`src/hdl/bbc_pkg.sv`:
```
// Package for the block buffer cache tag manager.
// Holds the field widths, the entry record, the operation, status and state codes.
// No dependencies.
package bbc_pkg;

  localparam int ENTRIES_DEF = 32;

  localparam int ACT_W   = 2;
  localparam int DEV_W   = 8;
  localparam int BLK_W   = 32;
  localparam int BIDX_W  = 5;
  localparam int STAMP_W = 32;
  localparam int REF_W   = 8;
  localparam int ST_W    = 2;

  localparam logic [REF_W-1:0] REF_MAX = '1;

  typedef enum logic [ACT_W-1:0] {
    ACT_READ    = 2'd0,
    ACT_RELEASE = 2'd1,
    ACT_PIN     = 2'd2,
    ACT_UNPIN   = 2'd3
  } action_e;

  typedef enum logic [ST_W-1:0] {
    ST_OK     = 2'd0,
    ST_NOFREE = 2'd1,
    ST_UNDER  = 2'd2,
    ST_OVER   = 2'd3
  } status_e;

  typedef enum logic [1:0] {
    FSM_IDLE,
    FSM_SCAN,
    FSM_DECIDE,
    FSM_OP
  } state_e;

  // One tag table entry as stored in the memory.
  typedef struct packed {
    logic               present;
    logic [DEV_W-1:0]   device;
    logic [BLK_W-1:0]   block;
    logic [REF_W-1:0]   refs;
    logic [STAMP_W-1:0] stamp;
  } entry_t;

  // Summary of a table scan, handed from the scan unit to the controller.
  typedef struct packed {
    logic               hit;
    logic               found;
    logic [REF_W-1:0]   hit_refs;
    logic [STAMP_W-1:0] hit_stamp;
    logic [STAMP_W-1:0] limit;
  } scan_t;

endpackage

```
`src/hdl/block_buffer_cache_lru_top.sv`:
```
// Top level of the buffer cache tag manager with timestamp LRU replacement.
// Holds the controller and the result register; uses bbc_mem, bbc_scan and bbc_pkg.
//
//   Channel | Valid       | Stall       | Payload
//   --------+-------------+-------------+------------------------------------------------
//   in      | in_valid_i  | in_stall_o  | action_i device_i block_number_i buffer_index_i now_i
//   out     | out_valid_o | out_stall_i | entry_index_o hit_o needs_read_o status_o
//           |             |             | reference_count_o
//
// A read transaction scans the whole table: the table sits in one memory with a single
// read port, and the scan reads one entry per cycle. Release, pin and unpin take one
// memory read and one write back.
// The block works on one transaction at a time; a new one is taken while the previous
// result still waits in the output register. A stalled output holds the write back.
// Reset clears per-entry valid bits at once, so there is no clearing pass.
module block_buffer_cache_lru_top import bbc_pkg::*; #(
  parameter int ENTRIES = ENTRIES_DEF
) (
  input  logic               clk_i,
  input  logic               rst_ni,
  input  logic               in_valid_i,
  output logic               in_stall_o,
  input  logic [ACT_W-1:0]   action_i,
  input  logic [DEV_W-1:0]   device_i,
  input  logic [BLK_W-1:0]   block_number_i,
  input  logic [BIDX_W-1:0]  buffer_index_i,
  input  logic [STAMP_W-1:0] now_i,
  output logic               out_valid_o,
  input  logic               out_stall_i,
  output logic [BIDX_W-1:0]  entry_index_o,
  output logic               hit_o,
  output logic               needs_read_o,
  output logic [ST_W-1:0]    status_o,
  output logic [REF_W-1:0]   reference_count_o
);

  localparam int IW = $clog2(ENTRIES);
  localparam int CW = $clog2(ENTRIES + 1);

  state_e             state_q, state_d;
  logic [CW-1:0]      cnt_q, cnt_d;

  // Latched request of the transaction in progress.
  logic [ACT_W-1:0]   act_q;
  logic [DEV_W-1:0]   dev_q;
  logic [BLK_W-1:0]   blk_q;
  logic [BIDX_W-1:0]  bidx_q;
  logic [STAMP_W-1:0] now_q;
  logic               in_range_q;

  logic               in_acc, out_free, load;
  logic               in_range;

  // Memory port signals.
  logic               mem_we, mem_re;
  logic [IW-1:0]      mem_wa, mem_ra;
  entry_t             mem_wd, mem_rd;

  // Scan results.
  scan_t              scan;
  logic [IW-1:0]      hit_idx, pick_idx;

  // Result being formed and the output register.
  logic [BIDX_W-1:0]  res_idx;
  logic               res_hit, res_rd;
  status_e            res_st;
  logic [REF_W-1:0]   res_cnt, new_refs;
  logic               out_valid_q;
  logic [BIDX_W-1:0]  out_idx_q;
  logic               out_hit_q, out_rd_q;
  status_e            out_st_q;
  logic [REF_W-1:0]   out_cnt_q;

  assign in_stall_o = (state_q != FSM_IDLE);
  assign in_acc     = in_valid_i && !in_stall_o;
  assign out_free   = !out_valid_q || !out_stall_i;
  assign in_range   = (32'(buffer_index_i) < 32'(ENTRIES));

  bbc_mem #(
    .ENTRIES(ENTRIES),
    .IW     (IW)
  ) u_mem (
    .clk_i (clk_i),
    .rst_ni(rst_ni),
    .we_i  (mem_we),
    .wa_i  (mem_wa),
    .wd_i  (mem_wd),
    .re_i  (mem_re),
    .ra_i  (mem_ra),
    .rd_o  (mem_rd)
  );

  // The scan evaluates the entry read in the previous cycle, hence the index one behind.
  bbc_scan #(
    .ENTRIES(ENTRIES),
    .IW     (IW)
  ) u_scan (
    .clk_i     (clk_i),
    .rst_ni    (rst_ni),
    .clear_i   (in_acc),
    .now_i     (now_i),
    .eval_i    (state_q == FSM_SCAN),
    .eval_idx_i(IW'(cnt_q - CW'(1))),
    .entry_i   (mem_rd),
    .dev_i     (dev_q),
    .blk_i     (blk_q),
    .scan_o    (scan),
    .hit_idx_o (hit_idx),
    .pick_idx_o(pick_idx)
  );

  // Request latch.
  always_ff @(posedge clk_i) begin
    if (in_acc) begin
      act_q      <= action_i;
      dev_q      <= device_i;
      blk_q      <= block_number_i;
      bidx_q     <= buffer_index_i;
      now_q      <= now_i;
      in_range_q <= in_range;
    end
  end

  // Next state.
  always_comb begin
    state_d = state_q;
    cnt_d   = cnt_q;
    case (state_q)
      FSM_IDLE: begin
        if (in_acc) begin
          cnt_d   = CW'(1);
          state_d = (action_i == ACT_READ) ? FSM_SCAN : FSM_OP;
        end
      end
      FSM_SCAN: begin
        cnt_d = cnt_q + CW'(1);
        if (cnt_q == CW'(ENTRIES)) begin
          state_d = FSM_DECIDE;
        end
      end
      FSM_DECIDE, FSM_OP: begin
        if (out_free) begin
          state_d = FSM_IDLE;
        end
      end
      default: state_d = FSM_IDLE;
    endcase
  end

  always_ff @(posedge clk_i or negedge rst_ni) begin
    if (!rst_ni) begin
      state_q <= FSM_IDLE;
      cnt_q   <= '0;
    end else begin
      state_q <= state_d;
      cnt_q   <= cnt_d;
    end
  end

  // Memory reads: the first entry or the addressed entry at accept, then one entry per
  // scan cycle. An out-of-range buffer index issues no read.
  always_comb begin
    mem_re = 1'b0;
    mem_ra = '0;
    case (state_q)
      FSM_IDLE: begin
        if (action_i == ACT_READ) begin
          mem_re = in_acc;
        end else begin
          mem_re = in_acc && in_range;
          mem_ra = IW'(buffer_index_i);
        end
      end
      FSM_SCAN: begin
        mem_re = (cnt_q < CW'(ENTRIES));
        mem_ra = cnt_q[IW-1:0];
      end
      default: begin
        mem_re = 1'b0;
      end
    endcase
  end

  // Outputs: result formation and the write back, both gated by a free output register.
  always_comb begin
    load     = 1'b0;
    mem_we   = 1'b0;
    mem_wa   = '0;
    mem_wd   = mem_rd;
    res_idx  = '0;
    res_hit  = 1'b0;
    res_rd   = 1'b0;
    res_st   = ST_OK;
    res_cnt  = '0;
    new_refs = '0;
    case (state_q)
      FSM_DECIDE: begin
        load = out_free;
        if (scan.hit) begin
          res_idx = BIDX_W'(hit_idx);
          res_hit = 1'b1;
          if (scan.hit_refs == REF_MAX) begin
            res_st  = ST_OVER;
            res_cnt = REF_MAX;
          end else begin
            new_refs       = scan.hit_refs + REF_W'(1);
            res_cnt        = new_refs;
            mem_we         = out_free;
            mem_wa         = hit_idx;
            mem_wd.present = 1'b1;
            mem_wd.device  = dev_q;
            mem_wd.block   = blk_q;
            mem_wd.refs    = new_refs;
            mem_wd.stamp   = scan.hit_stamp;
          end
        end else if (scan.found) begin
          // Retag the oldest free entry; its stamp is the final scan limit.
          res_idx        = BIDX_W'(pick_idx);
          res_rd         = 1'b1;
          res_cnt        = REF_W'(1);
          mem_we         = out_free;
          mem_wa         = pick_idx;
          mem_wd.present = 1'b1;
          mem_wd.device  = dev_q;
          mem_wd.block   = blk_q;
          mem_wd.refs    = REF_W'(1);
          mem_wd.stamp   = scan.limit;
        end else begin
          res_st = ST_NOFREE;
        end
      end
      FSM_OP: begin
        load    = out_free;
        res_idx = bidx_q;
        mem_wa  = IW'(bidx_q);
        if (in_range_q) begin
          if (act_q == ACT_PIN) begin
            if (mem_rd.refs == REF_MAX) begin
              res_st  = ST_OVER;
              res_cnt = REF_MAX;
            end else begin
              new_refs    = mem_rd.refs + REF_W'(1);
              res_cnt     = new_refs;
              mem_we      = out_free;
              mem_wd.refs = new_refs;
            end
          end else if (mem_rd.refs == '0) begin
            res_st = ST_UNDER;
          end else begin
            // Release or unpin; a release that frees the entry stamps the current time.
            new_refs    = mem_rd.refs - REF_W'(1);
            res_cnt     = new_refs;
            mem_we      = out_free;
            mem_wd.refs = new_refs;
            if ((act_q == ACT_RELEASE) && (new_refs == '0)) begin
              mem_wd.stamp = now_q;
            end
          end
        end
      end
      default: begin
        load = 1'b0;
      end
    endcase
  end

  // Output register.
  always_ff @(posedge clk_i or negedge rst_ni) begin
    if (!rst_ni) begin
      out_valid_q <= 1'b0;
    end else if (load) begin
      out_valid_q <= 1'b1;
    end else if (!out_stall_i) begin
      out_valid_q <= 1'b0;
    end
  end

  always_ff @(posedge clk_i) begin
    if (load) begin
      out_idx_q <= res_idx;
      out_hit_q <= res_hit;
      out_rd_q  <= res_rd;
      out_st_q  <= res_st;
      out_cnt_q <= res_cnt;
    end
  end

  assign out_valid_o       = out_valid_q;
  assign entry_index_o     = out_idx_q;
  assign hit_o             = out_hit_q;
  assign needs_read_o      = out_rd_q;
  assign status_o          = out_st_q;
  assign reference_count_o = out_cnt_q;

`ifndef NO_ASSERTIONS
  // The table is only written when a result is handed to the output register.
  a_write_with_result: assert property (@(posedge clk_i) disable iff (!rst_ni)
    mem_we |-> load)
    else $error("table write without a result");

  // The scan counter stays between one and the table size while scanning.
  a_scan_count: assert property (@(posedge clk_i) disable iff (!rst_ni)
    (state_q == FSM_SCAN) |-> ((cnt_q != '0) && (cnt_q <= CW'(ENTRIES))))
    else $error("scan counter out of range");

  // An accepted read transaction goes through the full scan before deciding.
  a_read_scans: assert property (@(posedge clk_i) disable iff (!rst_ni)
    (in_acc && (action_i == ACT_READ)) |=> (state_q == FSM_SCAN))
    else $error("read transaction skipped the scan");

  // A read that found no free entry reports neither a hit nor a retag.
  a_nofree_clean: assert property (@(posedge clk_i) disable iff (!rst_ni)
    (out_valid_o && (status_o == ST_NOFREE)) |-> (!hit_o && !needs_read_o))
    else $error("no-free result carries hit or retag");
`endif

endmodule

```
`src/hdl/bbc_mem.sv`:
```
// Tag table memory: one write port, one registered read port, per-entry valid bits.
// An entry never written since reset reads as all zeros. Depends on bbc_pkg.
module bbc_mem import bbc_pkg::*; #(
  parameter int ENTRIES = ENTRIES_DEF,
  parameter int IW      = $clog2(ENTRIES)
) (
  input  logic          clk_i,
  input  logic          rst_ni,
  input  logic          we_i,
  input  logic [IW-1:0] wa_i,
  input  entry_t        wd_i,
  input  logic          re_i,
  input  logic [IW-1:0] ra_i,
  output entry_t        rd_o
);

  entry_t               mem [ENTRIES];
  logic [ENTRIES-1:0]   valid_q;
  entry_t               rd_q;
  logic                 rd_valid_q;

  always_ff @(posedge clk_i) begin
    if (we_i) begin
      mem[wa_i] <= wd_i;
    end
    if (re_i) begin
      rd_q <= mem[ra_i];
    end
  end

  always_ff @(posedge clk_i or negedge rst_ni) begin
    if (!rst_ni) begin
      valid_q    <= '0;
      rd_valid_q <= 1'b0;
    end else begin
      if (we_i) begin
        valid_q[wa_i] <= 1'b1;
      end
      if (re_i) begin
        rd_valid_q <= valid_q[ra_i];
      end
    end
  end

  assign rd_o = rd_valid_q ? rd_q : '0;

endmodule

```
`src/hdl/bbc_scan.sv`:
```
// Scan unit: looks at one table entry per cycle, tracks the first tag match and
// the oldest free entry not after the current time. Depends on bbc_pkg.
module bbc_scan import bbc_pkg::*; #(
  parameter int ENTRIES = ENTRIES_DEF,
  parameter int IW      = $clog2(ENTRIES)
) (
  input  logic               clk_i,
  input  logic               rst_ni,
  input  logic               clear_i,
  input  logic [STAMP_W-1:0] now_i,
  input  logic               eval_i,
  input  logic [IW-1:0]      eval_idx_i,
  input  entry_t             entry_i,
  input  logic [DEV_W-1:0]   dev_i,
  input  logic [BLK_W-1:0]   blk_i,
  output scan_t              scan_o,
  output logic [IW-1:0]      hit_idx_o,
  output logic [IW-1:0]      pick_idx_o
);

  logic               hit_q, found_q;
  logic [IW-1:0]      hit_idx_q, pick_idx_q;
  logic [REF_W-1:0]   hit_refs_q;
  logic [STAMP_W-1:0] hit_stamp_q, limit_q;
  logic               match, cand;

  assign match = entry_i.present && (entry_i.device == dev_i) && (entry_i.block == blk_i);
  // The later of two equal stamps wins, so ties go to the highest index.
  assign cand  = (entry_i.refs == '0) && (entry_i.stamp <= limit_q);

  always_ff @(posedge clk_i or negedge rst_ni) begin
    if (!rst_ni) begin
      hit_q   <= 1'b0;
      found_q <= 1'b0;
    end else if (clear_i) begin
      hit_q   <= 1'b0;
      found_q <= 1'b0;
    end else if (eval_i) begin
      if (match) begin
        hit_q <= 1'b1;
      end
      if (cand) begin
        found_q <= 1'b1;
      end
    end
  end

  always_ff @(posedge clk_i) begin
    if (clear_i) begin
      limit_q <= now_i;
    end else if (eval_i) begin
      if (match && !hit_q) begin
        hit_idx_q   <= eval_idx_i;
        hit_refs_q  <= entry_i.refs;
        hit_stamp_q <= entry_i.stamp;
      end
      if (cand) begin
        pick_idx_q <= eval_idx_i;
        limit_q    <= entry_i.stamp;
      end
    end
  end

  assign scan_o.hit       = hit_q;
  assign scan_o.found     = found_q;
  assign scan_o.hit_refs  = hit_refs_q;
  assign scan_o.hit_stamp = hit_stamp_q;
  assign scan_o.limit     = limit_q;
  assign hit_idx_o        = hit_idx_q;
  assign pick_idx_o       = pick_idx_q;

endmodule

```
`config.mk`:
```
export PLATFORM = sky130hd
export DESIGN_NAME = block_buffer_cache_lru_top
export DESIGN_NICKNAME = d
export VERILOG_FILES = /design/src/hdl/bbc_pkg.sv /design/src/hdl/block_buffer_cache_lru_top.sv /design/src/hdl/bbc_mem.sv /design/src/hdl/bbc_scan.sv
export SDC_FILE = /design/constraint.sdc
export NUM_CORES = 2
export LEC_CHECK = 0
export BUFFER_PORTS_ARGS = -buffer_cell sky130_fd_sc_hd__buf_2
export CORE_MARGIN = 1
export CORE_UTILIZATION = 50
export DETAILED_ROUTE_END_ITERATION = 8
export GPL_TIMING_DRIVEN = 1
export PLACE_DENSITY = 0.77
export SYNTH_ARGS = -nofsm -noshare
export SYNTH_HDL_FRONTEND = slang
export SYNTH_SLANG_ARGS = --single-unit
```
`constraint.sdc`:
```
create_clock -name clk_i -period 14 [get_ports clk_i]
set_input_delay 0 -clock clk_i [delete_from_list [all_inputs] [get_ports clk_i]]
set_output_delay 0 -clock clk_i [all_outputs]
set_load 0.05 [all_outputs]
```
==> results.md <==
* Via count at 63300
* EDFF count, synth at 2851
* PnR Total Power at 0.0287 W
* Residual DRC at 2
* Sequential cell area at 86700 um2
* Core Area at ~220000 um2
* Clock latency on the worst-skew pair at 0.96 ns
* Clock sinks at around 2900
* Overall track demand over capacity in global routing at between 20% and 30%
* Post-DP HPWL at roughly 160 mm
* Initial antenna violation count at 12
* H-tree Lvls at 5
* F_max at roughly 0.16 GHz
* Most frequent cells in the layout: 2851 x edfxtp_1, 554 x mux4_2, 412 x nand2_1
* Share of layout cells above drive strength 1 at between 20% and 30%
* Actual slew at the worst max-slew pin at 1.47 ns
* Worst Skew at roughly 0.11 ns
* CP max FO at 44
* Avg Cell Area, Syn at 19.7 um2
* Initial DRT Pass Iterations at 9
* Clock power frac at about a quarter
* Longest Clk Path Bufs at 4
* Sw Ratio at around a third
* Dpl ws at 7.91 ns
* Primary FF master, synth: edfxtp_1
* Mapped Cells at 5732
* Fin util at 57.2%
* Hold_sp: now_i[2]
* Switching Power at 0.00946 W
* Die H at 477 um
* Vias/cell at 6.78
* First-pass GRT wire length at 449 mm
* Area grow syn2layout at 13.7%
* Global route overflow at 0
* Final #Nets at 6256
* Seq/Total Area, Yosys at 76.7%
* Fin. Hold Viols at 0
* Vias in the first global route at 62600
* Cell Int Power at roughly 0.019 W
* Slew headroom at 2.03%
* Worst EP required at 14.53 ns
* Period utilisation layout at 44.5%
* Seq cells post-synth at 2895
* Starting density of the core at around half
* Total number of yosys warnings at 0
* Combinational share of power at 31.4%
* Critical Path Source: state_q[0]$_DFFE_PN0P_
* Cts repair resizes at 0
* Boundary Pins at 102
* Power Density at about 220 nW/um2
* Origin of the critical flop-to-flop path: state_q[0]$_DFFE_PN0P_
* Startpoint types: register
* GPL Wtd Cong at roughly 0.88
* Syn Std Cell Area at 113000 um2
* Failing checks: design-rule violations
* Syn nets at 5855
* CTS clk-pin slew, worst paths at 0.06 ns
* Total CTS buffers at 299
* Count of cell types in the netlist at between 70 and 80
* Flop pwr share at 42.2%
* Rows at between 150 and 200
* Critical path type: reg -> reg
* PnR worst setup slack at slightly below 8 ns
* Setup TNS at 0 ns
* HP Class: in -> reg
* Post-route ant nets at 0
* Die area at about 230000 um2
* Critical path arrival at 6.77 ns
* Area of the multi-input gates at 25100 um2
* Slew Viols, Final at 0
* CTS tree: done
* IO buf count at 101
* DRT iter0 DRCs at 10500
* Largest net degree at the start of global routing at 162
* Final hold slack at a little under 0.04 ns
* RSZ-0062 raised after global routing: no
* Chip Width at 477 um
* CP endpoint kind: register
* WL/cell at about 34 um
* Leak pwr at 41.7 nW
* Final WL at 316 mm
* Setup-failing EPs final at 0
* Most common cell after layout, fill and taps aside: edfxtp_1
* Async S/R FF share, synth at 1.52%
* Root Buffer: clkbuf_16
* FILL cells at 15900
* VDD IR max at 0.209 mV
* Min cycle time layout at around 6.2 ns
* MaxCap Viol Count at 0
* Run status: complete, but fails checks
[critical path, cell delays in order, from the launching register on]
cell and delay (ns):
dfrtp_1 0.78, clkinv_1 0.70, nor2_1 0.81, nand2_1 0.16, o21ai_1 0.35, nand3b_1 0.56, nor2_4 0.88, buf_4 0.55
buf_4 0.89
[power by group through the flow]
| stage | Clock (W) | Sequential [W] | Combinational [W] |
|---|---|---|---|
| global route | 0.00793 | 0.0121 | 0.00943 |
| CTS | 0.00760 | 0.0121 | 0.00886 |
| detailed placement | 0 | 0.0122 | 0.00873 |
| finish | 0.00757 | 0.0121 | 0.00900 |
| floorplan | 0 | 0.0122 | 0.00581 |
| global placement | 0 | 0.0122 | 0.00854 |
[through the flow]
stage	area [um2]	instances
finish	128000	9333
CTS	128000	9323
global placement	118000	8657
detailed placement	118000	8657
global route	128000	9331
floorplan	113000	5732
[registers in the layout (all words and copies together) (netlist names), 6 cells and up]
register and cells:
u_mem.rd_q 81, u_mem.valid_q 32, cnt_q 6, u_scan.hit_stamp_q 32, blk_q 32, u_scan.limit_q 32
u_scan.hit_refs_q 8, reference_count_o 8, dev_q 8, u_mem.mem 2592, now_q 32
[final cells by class]
class	count	share of cell area, %
Clock buffer	383	6.22
Clock inverter	117	0.823
Multi-Input combinational cell	2416	19.5
Tap cell	2992	2.91
Sequential cell	2895	67.5
Inverter	80	0.238
Timing Repair Buffer	441	2.76
Antenna cell	9	0.0175
[kinds of logic after synthesis]
| family | Yosys count | share of synthesized area, % |
|---|---|---|
| multiplexers | 747 | 12.8 |
| XOR/XNOR | 26 | 0.202 |
| buffers and inverters | 421 | 1.55 |
| adder cells (fa/ha/maj) | 40 | 0.443 |
| AO/OA/AOI/OAI | 825 | 5.22 |
| AND/OR/NAND/NOR | 778 | 3.08 |
| flip-flops | 2895 | 76.7 |
[per-layer routing]
metal | wire (um) | vias up | global-route usage [%]
met4 | 15900 | 8 | 12.3
met5 | 67 | - | 0
met1 | 109000 | 32300 | 36.7
li1 | - | 24500 | -
met2 | 149000 | 5542 | 43.0
met3 | 42500 | 964 | 6.43
[cell usage after synthesis (24+ instances only)]
library cell | number | share of area (%)
a2111oi_0 | 24 | 0.19
a211o_1 | 49 | 0.38
a21oi_1 | 112 | 0.50
a222oi_1 | 26 | 0.23
a22oi_1 | 159 | 1.1
a31o_2 | 43 | 0.33
a31oi_1 | 24 | 0.13
and2_1 | 39 | 0.22
and3_1 | 31 | 0.17
buf_1 | 40 | 0.13
buf_2 | 84 | 0.37
clkbuf_1 | 201 | 0.67
dfrtp_1 | 44 | 0.97
edfxtp_1 | 2851 | 76
ha_1 | 40 | 0.44
inv_1 | 78 | 0.26
mux2i_1 | 186 | 1.6
mux4_2 | 554 | 11
nand2_1 | 416 | 1.4
nand3_1 | 130 | 0.58
nor2_1 | 79 | 0.26
o21ai_0 | 75 | 0.33
o21ai_1 | 31 | 0.14
o21bai_1 | 32 | 0.21
o22ai_1 | 69 | 0.38
o31ai_1 | 28 | 0.19
[final timing paths]
| check | to | slack [ns] | cells after the start |
|---|---|---|---|
| worst max-delay path | u_mem.mem[8][54]$_DFFE_PP_ | 7.76 | 8 |
| worst min-delay path | u_scan.limit_q[2]$_DFFE_PP_ | 0.04 | 4 |
| worst max register to register | u_mem.mem[8][54]$_DFFE_PP_ | 7.76 | 8 |
| worst min register to register | u_mem.valid_q[22]$_DFFE_PN0P_ | 0.47 | 1 |
| max in group asynchronous | u_mem.rd_valid_q$_DFFE_PN0P_ | 11.72 | 4 |
| min in group asynchronous | u_mem.valid_q[2]$_DFFE_PN0P_ | 0.53 | 3 |
[timing repair]
item / in CTS / in global routing
hold buffers: 166 / 0
hold endpoints to repair: 182 / 0
buffers inserted: 0 / 0
Note: power is estimated with default switching activity, not from simulation.
